### config.mk
export PLATFORM = sky130hd
export DESIGN_NAME = uci_packet_deframer
export DESIGN_NICKNAME = d
export VERILOG_FILES = /design/src/rtl/ucidf_pkg.sv /design/src/rtl/uci_packet_deframer.sv /design/src/rtl/ucidf_in_reg.sv /design/src/rtl/ucidf_parser.sv /design/src/rtl/ucidf_out_reg.sv
export SDC_FILE = /design/constraint.sdc
export NUM_CORES = 1
export LEC_CHECK = 0
export ABC_AREA = 0
export BUFFER_PORTS_ARGS = -buffer_cell sky130_fd_sc_hd__buf_4
export CORE_ASPECT_RATIO = 0.6
export CORE_MARGIN = 2
export CORE_UTILIZATION = 63
export DETAILED_ROUTE_END_ITERATION = 12
export PLACE_DENSITY_LB_ADDON = 0.08
export SLEW_MARGIN = 10
export SYNTH_ARGS = -nofsm -noshare
export SYNTH_HDL_FRONTEND = slang
export SYNTH_SLANG_ARGS = --single-unit
export TNS_END_PERCENT = 5
### constraint.sdc
create_clock -name aclk -period 4.8 [get_ports aclk]
set_clock_uncertainty 0.1 [all_clocks]
set_input_delay 0.24 -clock aclk [delete_from_list [all_inputs] [get_ports aclk]]
set_output_delay 0.24 -clock aclk [all_outputs]
set_load 0.05 [all_outputs]
### src/rtl/ucidf_pkg.sv
// ----------------------------------------------------------------------------
// UCI packet deframer package
// Header field masks, type codes and the result record shared by the
// parser, the result register and the top level.
// ----------------------------------------------------------------------------
package ucidf_pkg;

    // Header byte 0 masks
    localparam logic [7:0] TYPE_MASK     = 8'hE0;
    localparam logic [7:0] GROUP_MASK    = 8'h0F;
    localparam logic [7:0] BOUNDARY_MASK = 8'h10;

    // Message type codes
    localparam logic [2:0] DATA_TYPE         = 3'd0;
    localparam logic [2:0] NOTIFICATION_TYPE = 3'd3;

    // Header bytes held before the last one arrives
    localparam int unsigned WIN_DEPTH = 3;

    // Accepted header fields
    typedef struct packed {
        logic [15:0] payload_length;
        logic [7:0]  opcode_id;
        logic [3:0]  group_id;
        logic        boundary_flag;
        logic [1:0]  msg_type;
    } hdr_t;

    // One result item
    typedef struct packed {
        logic       packet_last;
        logic [7:0] payload_byte;
        logic       has_byte;
        hdr_t       hdr;
    } result_t;

endpackage

### src/rtl/uci_packet_deframer.sv
// ----------------------------------------------------------------------------
// UCI packet deframer
// Splits a received byte stream into UCI packets and streams each payload
// byte out with its header fields.
// ----------------------------------------------------------------------------
// One received byte is taken per clock while m_tready stays high. Each byte
// passes an input register, the header and payload-count logic, and a result
// register, from which its result is presented; header bytes and dropped
// bytes give no result. A header whose type field exceeds
// notification slides the header window by one byte to resynchronize.
// A packet with an empty payload gives a single result with has_byte low.
// Throughput is one byte per cycle while m_tready stays high.
module uci_packet_deframer (
    input  logic        aclk,
    input  logic        aresetn,
    input  logic        s_tvalid,
    output logic        s_tready,
    input  logic [7:0]  s_tdata,   // [7:0] rx_byte
    output logic        m_tvalid,
    input  logic        m_tready,
    // [0] boundary_flag, [4:1] group_id, [12:5] opcode_id,
    // [28:13] payload_length, [36:29] payload_byte, [39:37] zero
    output logic [39:0] m_tdata,
    output logic [2:0]  m_tuser,   // [1:0] msg_type, [2] has_byte
    output logic        m_tlast    // packet_last
);

    import ucidf_pkg::*;

    logic       byte_valid;
    logic [7:0] byte_data;
    logic       step;
    logic       res_valid;
    result_t    res;
    result_t    m_res;

    ucidf_in_reg u_in_reg (
        .aclk       (aclk),
        .aresetn    (aresetn),
        .s_tvalid   (s_tvalid),
        .s_tready   (s_tready),
        .s_byte     (s_tdata),
        .step       (step),
        .byte_valid (byte_valid),
        .byte_data  (byte_data)
    );

    ucidf_parser u_parser (
        .aclk      (aclk),
        .aresetn   (aresetn),
        .step      (step),
        .byte_data (byte_data),
        .res_valid (res_valid),
        .res       (res)
    );

    ucidf_out_reg u_out_reg (
        .aclk       (aclk),
        .aresetn    (aresetn),
        .byte_valid (byte_valid),
        .res_valid  (res_valid),
        .res        (res),
        .step       (step),
        .m_tvalid   (m_tvalid),
        .m_tready   (m_tready),
        .m_res      (m_res)
    );

    // Pack the result fields
    assign m_tdata = {3'b000, m_res.payload_byte, m_res.hdr.payload_length,
                      m_res.hdr.opcode_id, m_res.hdr.group_id,
                      m_res.hdr.boundary_flag};
    assign m_tuser = {m_res.has_byte, m_res.hdr.msg_type};
    assign m_tlast = m_res.packet_last;

    // A result without a byte is an empty packet: last, zero length, zero byte
    a_empty_is_last: assert property (@(posedge aclk) disable iff (!aresetn)
        (m_tvalid && !m_tuser[2]) |-> (m_tlast && m_tdata[28:13] == 16'd0))
        else $error("empty result not a complete zero-length packet");

    a_empty_byte_zero: assert property (@(posedge aclk) disable iff (!aresetn)
        (m_tvalid && !m_tuser[2]) |-> (m_tdata[36:29] == 8'h00))
        else $error("payload byte nonzero without has_byte");

    a_reset_idle: assert property (@(posedge aclk)
        !aresetn |=> !m_tvalid)
        else $error("result valid right after reset");

endmodule

### src/rtl/ucidf_in_reg.sv
// ----------------------------------------------------------------------------
// UCI deframer input register
// Holds one received byte until the parser consumes it; refills in the
// same cycle so a byte can enter on every clock that the parser consumes one.
// ----------------------------------------------------------------------------
module ucidf_in_reg (
    input  logic       aclk,
    input  logic       aresetn,
    input  logic       s_tvalid,
    output logic       s_tready,
    input  logic [7:0] s_byte,
    input  logic       step,
    output logic       byte_valid,
    output logic [7:0] byte_data
);

    logic       valid_reg;
    logic       valid_next;
    logic [7:0] data_reg;
    logic       load;

    // Take a new request when empty or when the held byte leaves now
    assign s_tready = ~valid_reg | step;
    assign load     = s_tvalid & s_tready;

    always_comb begin
        valid_next = valid_reg;
        if (load) begin
            valid_next = 1'b1;
        end else if (step) begin
            valid_next = 1'b0;
        end
    end

    always_ff @(posedge aclk) begin
        if (!aresetn) begin
            valid_reg <= 1'b0;
        end else begin
            valid_reg <= valid_next;
        end
    end

    // Capture payload
    always_ff @(posedge aclk) begin
        if (load) begin
            data_reg <= s_byte;
        end
    end

    assign byte_valid = valid_reg;
    assign byte_data  = data_reg;

endmodule

### src/rtl/ucidf_parser.sv
// ----------------------------------------------------------------------------
// UCI deframer parser
// Collects header bytes in a sliding window, checks the message type,
// latches the header and counts payload bytes. Produces at most one
// result per consumed byte.
// ----------------------------------------------------------------------------
module ucidf_parser (
    input  logic                aclk,
    input  logic                aresetn,
    input  logic                step,
    input  logic [7:0]          byte_data,
    output logic                res_valid,
    output ucidf_pkg::result_t  res
);

    import ucidf_pkg::*;

    logic [7:0]  win_reg [WIN_DEPTH];
    logic [7:0]  win_next [WIN_DEPTH];
    logic [1:0]  fill_reg;
    logic [1:0]  fill_next;
    logic        in_payload_reg;
    logic        in_payload_next;
    logic [15:0] remaining_reg;
    logic [15:0] remaining_next;
    hdr_t        latched_reg;
    hdr_t        latched_next;

    logic [7:0]  type_bits;
    logic [2:0]  type_raw;
    logic [15:0] len;
    logic [15:0] rem_dec;
    hdr_t        hdr_new;

    // Decode the oldest header byte
    assign type_bits = win_reg[0] & TYPE_MASK;
    assign type_raw  = type_bits[7:5];
    assign len       = (type_raw == DATA_TYPE) ? {byte_data, win_reg[2]}
                                               : {8'h00, byte_data};
    assign rem_dec   = remaining_reg - 16'd1;

    always_comb begin
        logic [7:0] bnd_bits;
        logic [7:0] grp_bits;
        bnd_bits               = win_reg[0] & BOUNDARY_MASK;
        grp_bits               = win_reg[0] & GROUP_MASK;
        hdr_new.msg_type       = type_raw[1:0];
        hdr_new.boundary_flag  = bnd_bits[4];
        hdr_new.group_id       = grp_bits[3:0];
        hdr_new.opcode_id      = win_reg[1];
        hdr_new.payload_length = len;
    end

    // Next state and result
    always_comb begin
        win_next        = win_reg;
        fill_next       = fill_reg;
        in_payload_next = in_payload_reg;
        remaining_next  = remaining_reg;
        latched_next    = latched_reg;
        res_valid       = 1'b0;
        res.hdr         = latched_reg;
        res.has_byte    = 1'b1;
        res.payload_byte = byte_data;
        res.packet_last = 1'b0;

        if (in_payload_reg) begin
            // Stream a payload byte, flag the final one
            remaining_next  = rem_dec;
            in_payload_next = (rem_dec != 16'd0);
            res_valid       = 1'b1;
            res.packet_last = (rem_dec == 16'd0);
        end else if (fill_reg != 2'd3) begin
            // Collect a header byte
            case (fill_reg)
                2'd0:    win_next[0] = byte_data;
                2'd1:    win_next[1] = byte_data;
                default: win_next[2] = byte_data;
            endcase
            fill_next = fill_reg + 2'd1;
        end else if (type_raw > NOTIFICATION_TYPE) begin
            // Bad type: drop the oldest byte and slide the window
            win_next[0] = win_reg[1];
            win_next[1] = win_reg[2];
            win_next[2] = byte_data;
        end else begin
            // Accept the header
            latched_next = hdr_new;
            fill_next    = 2'd0;
            if (len == 16'd0) begin
                res_valid        = 1'b1;
                res.hdr          = hdr_new;
                res.has_byte     = 1'b0;
                res.payload_byte = 8'h00;
                res.packet_last  = 1'b1;
            end else begin
                in_payload_next = 1'b1;
                remaining_next  = len;
            end
        end
    end

    always_ff @(posedge aclk) begin
        if (!aresetn) begin
            fill_reg       <= 2'd0;
            in_payload_reg <= 1'b0;
            remaining_reg  <= 16'd0;
            latched_reg    <= '0;
        end else if (step) begin
            fill_reg       <= fill_next;
            in_payload_reg <= in_payload_next;
            remaining_reg  <= remaining_next;
            latched_reg    <= latched_next;
        end
    end

    // Header window payload
    always_ff @(posedge aclk) begin
        if (step) begin
            win_reg <= win_next;
        end
    end

endmodule

### src/rtl/ucidf_out_reg.sv
// ----------------------------------------------------------------------------
// UCI deframer result register
// Holds one result for the downstream side; frees itself in the cycle it
// is taken so the parser never stalls on a ready sink.
// ----------------------------------------------------------------------------
module ucidf_out_reg (
    input  logic                aclk,
    input  logic                aresetn,
    input  logic                byte_valid,
    input  logic                res_valid,
    input  ucidf_pkg::result_t  res,
    output logic                step,
    output logic                m_tvalid,
    input  logic                m_tready,
    output ucidf_pkg::result_t  m_res
);

    import ucidf_pkg::*;

    logic    valid_reg;
    logic    valid_next;
    result_t res_reg;
    logic    free;

    // Consume a byte when the result slot is empty or being taken
    assign free = ~valid_reg | m_tready;
    assign step = byte_valid & free;

    always_comb begin
        valid_next = valid_reg;
        if (step) begin
            valid_next = res_valid;
        end else if (m_tready) begin
            valid_next = 1'b0;
        end
    end

    always_ff @(posedge aclk) begin
        if (!aresetn) begin
            valid_reg <= 1'b0;
        end else begin
            valid_reg <= valid_next;
        end
    end

    // Capture result payload
    always_ff @(posedge aclk) begin
        if (step && res_valid) begin
            res_reg <= res;
        end
    end

    assign m_tvalid = valid_reg;
    assign m_res    = res_reg;

endmodule
==> impl_metrics.csv, run 1 <==
group,metric,value,unit
clock_network,htreeDepth,4,
grt,grt_first_pass_wirelength,22000,um
final_layout,layout.cells.non_filler,708,
clock_network,cts.sinks,125,
synth,synth_edf_count,73,
synth,synth.most_common_cell,"nand2_1",
route,met3_length,1760,um
route,met1_length,5940,um
final_layout,nNetsFinal,600,
hold_path,worstHoldPathType,"primary input to flop",
sta,min_period_over_period,69.6,%
synth,syn_area,0.00559,mm^2
synth,synth-async-reset-ratio,0,%
worst_setup_path,critPathArrivalTime,3.49,ns
synth,yosys.area_share.simple,19.4,%
synth,synthCells,535,
final_layout,num_antenna_cells,0,
synth,synth_commonest_cells,"nand2_1, edfxtp_1, dfxtp_1",
worst_setup_path,cp-start-kind,"flop",
clock_network,clock_latency,0.41,ns
clock_network,cts_tree,"yes",
floorplanning,floorplan.initialDensity,65.3,%
pwr,peakVddDrop,336,uV
pwr,p_int,2070,uW
route,routed_via_density,6.15,
sta,finalSetupViolations,0,
synth,synth_top_cell_area_share,39.2,%
floorplanning,dieWidth,126,um
pwr,cellLeakagePower,0.00260,uW
pwr,power_density,388,mW/mm^2
synth,yosys_register_bits,125,
final_layout,fill_cells,536,
floorplanning,core_area,0.00856,mm^2
sta,max_freq,0.300,GHz
grt,track_usage,29.9,%
synth,yosysWarnings,0,
sta,period_minus_slack,3.34,ns
worst_setup_path,r2r-start,"u_parser.remaining_reg[1]",
synth,synthDistinctLibCells,61,
sta,worst_slew_pin_slew,1.26,ns
worst_setup_path,critPathKind,"flop to flop",
synth,synth_xor_area_share,0.157,%
pwr,p_clk_share,52.9,%
floorplanning,die-area,0.00966,mm^2
sta,hold_ws,0.0209,ns
sta,slew_headroom,15.5,%
route,met2_length,6130,um
synth,yosysSeqAreaShare,57.9,%
pwr,p_comb_share,2.7,%
sta,tns,0,ns
sta,setup_slack,1.46,ns
clock_network,cts_setup_buffers,0,
synth,ys.flop_type,"edfxtp_1",
route,wl_per_cell,19.7,um
worst_setup_path,startpoint,"u_parser.remaining_reg[1]",
flow_run,maxCapViolCount,0,
status,outcome,"complete, no violations",
pwr,p_sw_share,20.6,%
synth,synth_mux_area_share,5.02,%
floorplanning,fp-row-count,26,
placement,hpwl,8770,um
placement,dp_slack,1.59,ns
worst_setup_path,cp-end-kind,"flop",
final_layout,syn2layout_area_growth,20.5,%
grt,grt_pass1_vias,4028,
floorplanning,die_height,76.9,um
final_layout,drive_gt1_share,18.1,%
worst_setup_path,crit_fanout,12,
route,ant_nets,0,
synth,synth_area_leaders,"edfxtp_1, dfxtp_1, nand2_1",
synth,synth_top_family_by_area,"simple AND/OR/NAND/NOR gates",
final_layout,layout.area.seq,0.00323,mm^2
pwr,p_switching,539,uW
route,drc_errors,0,
placement,port-buffer-count,54,
route,top_layer_used,"met4",
route,drtIter0Drc,591,
sta,drv_slew,0,
grt,antenna_found_initial,0,
synth,synth_compound_area_share,12.2,%
synth,synth_largest_area_cell,"edfxtp_1",
grt,grt_max_degree,48,
route,totalWireLength,14000,um
sta,hold_viol_final,0,
placement,place_inst,667,
clock_network,root_buffer,"clkbuf_16",
final_layout,largest_reg_flops,41,
clock_network,cts_max_path_buffers,2,
floorplanning,num_io_pins,58,
sta,rsz0062_at_grt,"false",
final_layout,multi_input_area,0.00214,mm^2
grt,overflow,0,
worst_setup_path,cp.required,4.95,ns
clock_network,clk_pin_slew_worst_paths,0.06,ns
route,vias,4353,
placement,gp_congestion,0.973,
synth,synthAdderAreaFrac,1.12,%
clock_network,numCtsBuffers,17,
synth,avgSynthCellArea,10.4,um^2
hold_path,min-delay-start,"aresetn",
route,firstDrtPassIters,6,
pwr,seqPwrFrac,44.4,%
-- layout by cell type (no fill, tap or decap), drive strengths merged, types with 3 or more instances in the layout --
cell / count
nand3b: 3
mux2i: 10
nand2: 93
o21a: 6
dlygate4sd3: 9
nor3: 9
ha: 5
o41ai: 3
and3: 4
nand3: 18
a21oi: 46
and2: 4
a21boi: 3
conb: 3
nand2b: 13
nor4: 7
or4: 7
or3: 3
nand4: 3
bufinv: 4
dfxtp: 52
clkinv: 6
a31oi: 4
o21ai: 17
nor2: 27
buf: 61
o22ai: 3
mux2: 16
nor2b: 18
clkbuf: 19
o31ai: 5
a211oi: 9
edfxtp: 73
inv: 10
-- path summary, 6_finish.rpt --
path | endpoint | slack, ns | cells past startpoint
worst min register to register | u_parser.latched_reg[4] | 0.35 | 2
worst max-delay path | u_parser.in_payload_reg | 1.46 | 7
worst min-delay path | u_parser.remaining_reg[14] | 0.02 | 2
worst max register to register | u_parser.in_payload_reg | 1.46 | 7
-- stage by stage --
stage	total power (uW)	util [%]	area [um^2]
finish	2610	78.7	6730
floorplan	1220	-	5590
global route	2670	78.7	6730
detailed placement	1240	70.1	6000
CTS	2610	78.7	6730
global placement	1240	70.1	6000
-- final cells by class --
class	instances	share of cell area, %
Sequential cell	125	48.0
Clock buffer	19	6.75
Multi-Input combinational cell	361	31.8
Tap cell	112	2.08
Timing Repair Buffer	70	8.14
Inverter	8	0.446
Clock inverter	13	2.77
-- power by group through the flow --
stage	logic [uW]	registers, uW	clock network [uW]
4_1_cts	69.7	1160	1380
2_1_floorplan	44.4	1170	0
3_5_place_dp	62.1	1180	0
3_3_place_gp	61.0	1180	0
6_report	71.1	1160	1380
5_1_grt	76.1	1160	1430
-- worst max-delay path, cell delays in order (launching register included) --
cell and delay, ns:
dfxtp_1 0.40, inv_1 0.13, ha_1 0.41, nor4b_1 0.86, nand4b_1 0.20, xnor2_1 0.18, a2111oi_1 0.70, a211oi_1 0.20
-- cells by family after synthesis --
family / Yosys count
buffers and inverters: 51
AOI/OAI and AO/OA: 110
and+or+nand+nor: 216
adders and majority gates: 5
other: 1
DFF: 125
xor gates and xnor gates: 1
muxes: 26
-- per-layer routing --
| layer | vias to the layer above | global-route usage, % |
|---|---|---|
| met1 | 2041 | 43.9 |
| met5 | - | 0 |
| li1 | 2015 | - |
| met2 | 277 | 43.5 |
| met4 | 0 | 7.33 |
| met3 | 20 | 9.49 |
-- timing repair --
item,in CTS,in global routing
hold endpoints to repair,9,0
resized for setup,0,0
hold buffers,9,0
Note: power is estimated with default switching activity, not from simulation.
==> run 2, diff against run 1 <==
--- a/config.mk
+++ b/config.mk
@@ -5,11 +5,11 @@
 export SDC_FILE = /design/constraint.sdc
 export NUM_CORES = 1
 export LEC_CHECK = 0
-export ABC_AREA = 0
+export ABC_AREA = 1
 export BUFFER_PORTS_ARGS = -buffer_cell sky130_fd_sc_hd__buf_4
 export CORE_ASPECT_RATIO = 0.6
 export CORE_MARGIN = 2
-export CORE_UTILIZATION = 63
+export CORE_UTILIZATION = 53
 export DETAILED_ROUTE_END_ITERATION = 12
 export PLACE_DENSITY_LB_ADDON = 0.08
 export SLEW_MARGIN = 10
==> constraint.sdc (replaced) <==
create_clock -name aclk -period 3 [get_ports aclk]
set_clock_uncertainty 0.1 [all_clocks]
set_input_delay 0.15 -clock aclk [delete_from_list [all_inputs] [get_ports aclk]]
set_output_delay 0.15 -clock aclk [all_outputs]
set_load 0.05 [all_outputs]
==> run 2 against run 1 <==
Sequential cell count did not move. Utilization fell by 14 points. Via count rose by 3.2%. Final area fell by 0.50%. First-iteration DRC count fell by 25%. Synthesized cell count rose by 21%. Largest cell class unchanged. Largest power group is now sequential cells.
==> impl_metrics.csv, run 2 <==
group,metric,value,unit
final_layout,final_cell_area,0.00670,mm^2
synth,synth_largest_area_cell,"edfxtp_1",
synth,avgSynthCellArea,8.65,um^2
sta,min_period_over_period,88.5,%
sta,slew_headroom,47.3,%
route,totalWireLength,13600,um
grt,antenna_found_initial,0,
clock_network,clk_pin_slew_worst_paths,0.05,ns
synth,yosysSeqAreaShare,57.7,%
clock_network,numCtsBuffers,17,
worst_setup_path,r2r-start,"u_parser.hdr_new[0]",
synth,synth_commonest_cells,"nand2_1, nor2_1, edfxtp_1",
pwr,p_clk_share,47.1,%
final_layout,largest_reg_flops,41,
synth,synth_area_leaders,"edfxtp_1, dfxtp_1, nand2_1",
grt,track_usage,25.9,%
sta,period_minus_slack,2.65,ns
pwr,p_int,2980,uW
worst_setup_path,critPathKind,"flop to flop",
route,firstDrtPassIters,5,
final_layout,drive_gt1_share,17.0,%
worst_setup_path,cp.required,2.99,ns
grt,grt_pass1_vias,4086,
grt,grt_use_met2,33.0,%
pwr,p_comb_share,4.1,%
synth,synth.most_common_cell,"nand2_1",
pwr,seqPwrFrac,48.8,%
floorplanning,die_height,83.7,um
clock_network,root_buffer,"clkbuf_16",
placement,dpl_cell_area,0.00607,mm^2
final_layout,fill_cells,858,
route,drtIter0Drc,441,
hold_path,worstHoldPathType,"primary input to flop",
pwr,p_sw_share,21.8,%
pwr,report.power.total,3810,uW
route,vias,4494,
grt,met3_usage,7.04,%
grt,grtUsageMet1,41.6,%
grt,overflow,0,
grt,grt_first_pass_wirelength,21900,um
placement,hpwl,9400,um
floorplanning,floorplan.initialDensity,53.8,%
synth,synth-async-reset-ratio,0,%
pwr,p_switching,831,uW
sta,hold_viol_final,0,
worst_setup_path,critPathArrivalTime,2.64,ns
placement,gp_congestion,0.940,
sta,finalSetupViolations,0,
final_layout,layout_common_cells,"nand2_1, nor2_1, edfxtp_1, buf_4, dfxtp_1",
route,routed_via_density,5.26,
clock_network,htreeDepth,4,
pwr,cellLeakagePower,0.00292,uW
final_layout,syn2layout_area_growth,19.5,%
worst_setup_path,worst_path_largest_cell_delay,0.40,ns
worst_setup_path,critPathBufInv,2,
worst_setup_path,cp-start-kind,"flop",
synth,synthCells,648,
worst_setup_path,reg2reg_slack,0.35,ns
sta,drv_slew,0,
grt,grt-busiest-layer,"met1",
floorplanning,core_area,0.0104,mm^2
synth,yosys_register_bits,125,
hold_path,min-delay-start,"aresetn",
worst_setup_path,crit_fanout,40,
placement,port-buffer-count,54,
worst_setup_path,crit_path_top_delay_cell,"edfxtp_1",
clock_network,clock_latency,0.41,ns
route,drc_errors,0,
final_layout,nNetsFinal,720,
flow_run,maxCapViolCount,0,
worst_setup_path,crit_top_cell,"nand2_1",
status,outcome,"complete, no violations",
pwr,power_density,569,mW/mm^2
worst_setup_path,rr_endpoint,"u_out_reg.m_res[21]",
grt,grt_max_degree,41,
sta,rsz0062_at_grt,"false",
clock_network,postCtsResizedCells,0,
clock_network,cts.sinks,125,
worst_setup_path,cp-end-kind,"flop",
final_layout,num_antenna_cells,0,
sta,worst_slew_pin_slew,0.789,ns
route,ant_nets,0,
synth,synth_edf_count,73,
pwr,peakVddDrop,433,uV
clock_network,cts_max_path_buffers,2,
hold_path,min_path_cells,3,
worst_setup_path,cp_cell_sequence,"nor2_1, nand2_2, o21ai_1, nand2_1, nor2_4, nand4_2, nand2_1, nand2_1, inv_1, buf_12",
sta,tns,0,ns
synth,ys.flop_type,"edfxtp_1",
sta,max_freq,0.377,GHz
clock_network,cts_tree,"yes",
floorplanning,num_io_pins,58,
route,wl_per_cell,15.9,um
hold_path,min_delay_worst_endpoint,"u_parser.remaining_reg[11]",
floorplanning,fp-row-count,29,
floorplanning,die-area,0.0114,mm^2
final_layout,final_common_cell,"nand2_1",
worst_setup_path,reg2regPathDepth,10,
synth,yosysWarnings,0,
floorplanning,dieWidth,137,um
synth,syn_area,0.00560,mm^2
synth,synth_top_cell_area_share,39.1,%
worst_setup_path,crit_family,"simple AND/OR/NAND/NOR gates",
synth,synthDistinctLibCells,33,
run 2: cell types whose count changed after synthesis, moves of 13 or more:
cell      before  now
nand2_1       93  172
nor2_1        26   84
inv_1          8   48
inv_2          0   20
o21ai_0       16   36
nor2b_1       18    0
nand2b_1      13    0
run 2: layout make-up:
| class | instances | area, um^2 | share of cell area [%] |
|---|---|---|---|
| clock inverters | 7 | 42.5 | 0.635 |
| multi-input cells | 419 | 1940 | 28.9 |
| well taps | 139 | 174 | 2.60 |
| repair buffers | 72 | 581 | 8.67 |
| inverters | 68 | 255 | 3.81 |
| clock buffers | 25 | 475 | 7.10 |
| flip-flops and latches | 125 | 3230 | 48.3 |
run 2: what timing repair did:
| action | CTS | global route |
|---|---|---|
| hold buffers | 11 | 0 |
| setup buffers | 0 | 0 |
| hold endpoints to repair | 10 | 0 |
run 2: kinds of logic (layout without fill, tap and decap cells):
family / after synthesis / after routing / share of synthesized area (%)
AO/OA/AOI/OAI: 106 / 106 / 10.4
XOR/XNOR: 2 / 2 / 0.313
adder cells (fa/ha/maj): 5 / 5 / 1.12
buffers and inverters: 106 / 172 / 7.95
flip-flops: 125 / 125 / 57.7
multiplexers: 1 / 1 / 0.179
other: 1 / 3 / 0.0669
AND/OR/NAND/NOR: 302 / 302 / 22.2
run 2: worst reg2reg max path, stage by stage, from the launching register on:
cell,delay (ns)
edfxtp_1,0.40
nor2_1,0.14
nand2_2,0.29
o21ai_1,0.35
nand2_1,0.13
nor2_4,0.18
nand4_2,0.15
nand2_1,0.11
nand2_1,0.08
inv_1,0.13
buf_12,0.24
run 2: layer usage:
| layer | share of wire [%] | vias to the layer above |
|---|---|---|
| li1 | - | 2210 |
| met1 | 52 | 2068 |
| met2 | 39 | 197 |
| met3 | 8.2 | 19 |
| met4 | 1.2 | 0 |
| met5 | 0 | - |
run 2: power by group through the flow:
stage / sequential, uW / combinational, uW / clock (uW)
2_1_floorplan: 1880 / 107 / 0
3_3_place_gp: 1890 / 137 / 0
3_5_place_dp: 1890 / 142 / 0
4_1_cts: 1860 / 154 / 1800
5_1_grt: 1860 / 173 / 1900
6_report: 1860 / 157 / 1790
run 2: worst max-delay path by stage:
stage,startpoint,endpoint,slack [ns],cells after the start
CTS,u_parser.type_bits[7],u_out_reg.m_res[21],0.38,10
detailed placement,u_parser.type_bits[7],u_out_reg.m_res[17],0.40,10
global placement,u_parser.hdr_new[0],u_out_reg.m_res[29],0.47,11
floorplan,u_parser.hdr_new[0],u_out_reg.m_res[0],0.27,10
global route,u_parser.hdr_new[0],u_out_reg.m_res[21],0.08,11
finish,u_parser.hdr_new[0],u_out_reg.m_res[21],0.35,10
run 2: through the flow:
stage / hold WS [ns] / std cells / utilization, % / setup WS [ns]
2_1_floorplan: 0.149 / 650 / - / 0.269
3_3_place_gp: 0.228 / 812 / 58.3 / 0.470
3_5_place_dp: 0.229 / 812 / 58.3 / 0.396
4_1_cts: 0.0484 / 855 / 64.3 / 0.383
5_1_grt: 0.0737 / 855 / 64.3 / 0.0825
6_report: 0.0670 / 855 / 64.3 / 0.346
==> run 3, diff against run 2 <==
--- a/config.mk
+++ b/config.mk
@@ -15,5 +15,6 @@
 export SLEW_MARGIN = 10
 export SYNTH_ARGS = -nofsm -noshare
 export SYNTH_HDL_FRONTEND = slang
+export SYNTH_HIERARCHICAL = 1
 export SYNTH_SLANG_ARGS = --single-unit
 export TNS_END_PERCENT = 5
==> run 3 against run 2 <==
Synthesized cell count grew 2.9%. Sequential share of layout area decreased by 1.7 points. Non-clock buffer count increased by 5. Synthesized area increased by 2.3%. Die area is 2.2% higher. Hold slack improved by 0.039 ns. Worst setup slack worse by 0.13 ns. Total power grew 10%. Critical endpoint is now u_out_reg/m_res[0].
==> impl_metrics.csv, run 3 <==
group,metric,value,unit
sta,finalSetupViolations,0,
synth,synth_edf_count,73,
clock_network,clk_pin_slew_worst_paths,0.05,ns
final_layout,fin_util,65.7,%
synth,yosys_register_bits,125,
worst_setup_path,critPathArrivalTime,2.82,ns
clock_network,cts_max_path_buffers,2,
final_layout,multi_input_area,0.00201,mm^2
pwr,power_density,606,mW/mm^2
synth,syn_area,0.00573,mm^2
final_layout,layout.cells.non_filler,881,
final_layout,syn2layout_area_growth,20.9,%
floorplanning,floorplan.initialDensity,54.3,%
final_layout,largest_reg_flops,41,
synth,synth_commonest_cells,"nand2_1, inv_1, nor2_1",
route,ant_nets,0,
pwr,peakVddDrop,529,uV
sta,hold_ws,0.106,ns
route,drc_errors,0,
route,routed_via_density,5.21,
sta,drv_slew,0,
synth,synth_xor_area_share,0.305,%
route,drtIter0Drc,529,
synth,synth_compound_area_share,10.3,%
synth,synth_largest_area_cell,"edfxtp_1",
route,firstDrtPassIters,5,
grt,grt_pass1_vias,4231,
hold_path,worstHoldPathType,"primary input to flop",
status,outcome,"complete, no violations",
sta,slew_headroom,53.2,%
clock_network,numCtsBuffers,17,
sta,max_freq,0.360,GHz
floorplanning,core_area,0.0106,mm^2
synth,yosysWarnings,6,
final_layout,nNetsFinal,746,
clock_network,root_buffer,"clkbuf_16",
clock_network,cts_tree,"yes",
worst_setup_path,reg2reg_slack,0.22,ns
placement,hpwl,9200,um
worst_setup_path,crit_fanout,41,
floorplanning,die-area,0.0117,mm^2
synth,synth_top_family_by_area,"simple AND/OR/NAND/NOR gates",
sta,rsz0062_at_grt,"false",
synth,synth_area_leaders,"edfxtp_1, dfxtp_1, nand2_1",
synth,yosysSeqAreaShare,56.4,%
route,vias,4591,
synth,synth_top_cell_area_share,38.2,%
sta,setup_slack,0.220,ns
worst_setup_path,critPathKind,"flop to flop",
worst_setup_path,cp-end-kind,"flop",
synth,synth_mux_area_share,0,%
sta,worst_slew_pin_slew,0.702,ns
clock_network,clock_latency,0.41,ns
flow_run,maxCapViolCount,0,
synth,synthCells,667,
sta,period_minus_slack,2.78,ns
grt,overflow,0,
worst_setup_path,cp.required,3.04,ns
synth,avgSynthCellArea,8.60,um^2
worst_setup_path,cp-start-kind,"flop",
grt,track_usage,23.8,%
placement,port-buffer-count,54,
placement,gp_congestion,0.908,
synth,synth.most_common_cell,"nand2_1",
final_layout,drive_gt1_share,17.5,%
floorplanning,fp-row-count,29,
clock_network,postCtsResizedCells,0,
clock_network,htreeDepth,4,
pwr,report.power.total,4200,uW
final_layout,layout_common_cells,"nand2_1, inv_1, nor2_1, edfxtp_1, buf_4",
sta,min_period_over_period,92.7,%
placement,place_inst,839,
final_layout,layout.area.seq,0.00323,mm^2
final_layout,final_common_cell,"nand2_1",
floorplanning,die_height,84.6,um
grt,grt_first_pass_wirelength,21600,um
floorplanning,dieWidth,138,um
floorplanning,num_io_pins,58,
placement,dp_slack,0.306,ns
sta,hold_viol_final,0,
synth,synthAdderAreaFrac,1.09,%
route,totalWireLength,13400,um
route,wl_per_cell,15.2,um
grt,antenna_found_initial,0,
grt,grt_max_degree,50,
synth,ys.flop_type,"edfxtp_1",
pwr,cellLeakagePower,0.00320,uW
synth,synthDistinctLibCells,30,
clock_network,cts.sinks,125,
final_layout,num_antenna_cells,0,
synth,synth-async-reset-ratio,0,%
synth,yosys.area_share.simple,22.9,%
final_layout,fill_cells,855,
[run 3: changes by cell type after synthesis, moves of 8 or more]
cell	delta
inv_2	-18
inv_1	+33
nand2_2	+8
a21oi_1	-8
a211oi_1	-9
o21ai_0	+21
[run 3: worst max-delay path, stage by stage (launching register included)]
cell      delay [ns]
edfxtp_1        0.47
nor2_4          0.23
nand2_4         0.16
o21ai_1         0.33
nand2_1         0.16
nor2_4          0.20
nand2_4         0.10
nor2_8          0.17
nand2_4         0.32
nand2_1         0.18
nand2_1         0.10
[run 3: path summary, 6_finish.rpt]
kind / start / to / cells past startpoint
setup / recovery: u_parser/type_bits[7] / u_out_reg/m_res[0] / 10
hold / removal: aresetn / u_parser/remaining_reg[5] / 3
setup reg to reg: u_parser/type_bits[7] / u_out_reg/m_res[0] / 10
hold reg to reg: u_parser/latched_reg[23] / u_parser/latched_reg[23] / 2
[run 3: report_power, final]
| group | total (uW) | leakage [uW] | internal [uW] | switching (uW) |
|---|---|---|---|---|
| Sequential | 1890 | 0.00108 | 1850 | 33.2 |
| Clock | 2040 | 0.000278 | 1330 | 716 |
| Combinational | 275 | 0.00184 | 84.6 | 191 |
[run 3: area by class of cell]
class,instances,area share [%]
clock buffer,22,6.55
clock inverter,10,2.00
inverter,83,4.49
multi-input combinational,425,29.0
sequential,125,46.6
tap,139,2.51
timing repair buffer,77,8.88
[run 3: logic make-up after synthesis]
family / count (synthesis)
AO/OA/AOI/OAI: 109
flip-flops: 125
XOR/XNOR: 2
buffers and inverters: 119
adder cells (fa/ha/maj): 5
AND/OR/NAND/NOR: 306
other: 1
[run 3: routing by layer]
metal	vias up	part of all wire [%]	global-route usage, %
met2	222	40	33.7
met1	2089	50	35.9
li1	2266	-	-
met4	0	0.99	7.70
met3	14	9.6	5.76
met5	-	0	0
[run 3: through the flow]
stage / setup TNS (ns) / area [um^2]
after global routing: 0 / 6940
after detailed placement: 0 / 6240
after CTS: 0 / 6940
after global placement: 0 / 6240
final: 0 / 6940
after floorplan: -2.38 / 5750
[run 3: timing repair]
action,4_1_cts,5_1_grt
endpoints found under the hold margin,10,0
buffers inserted,0,0
hold buffers,10,0
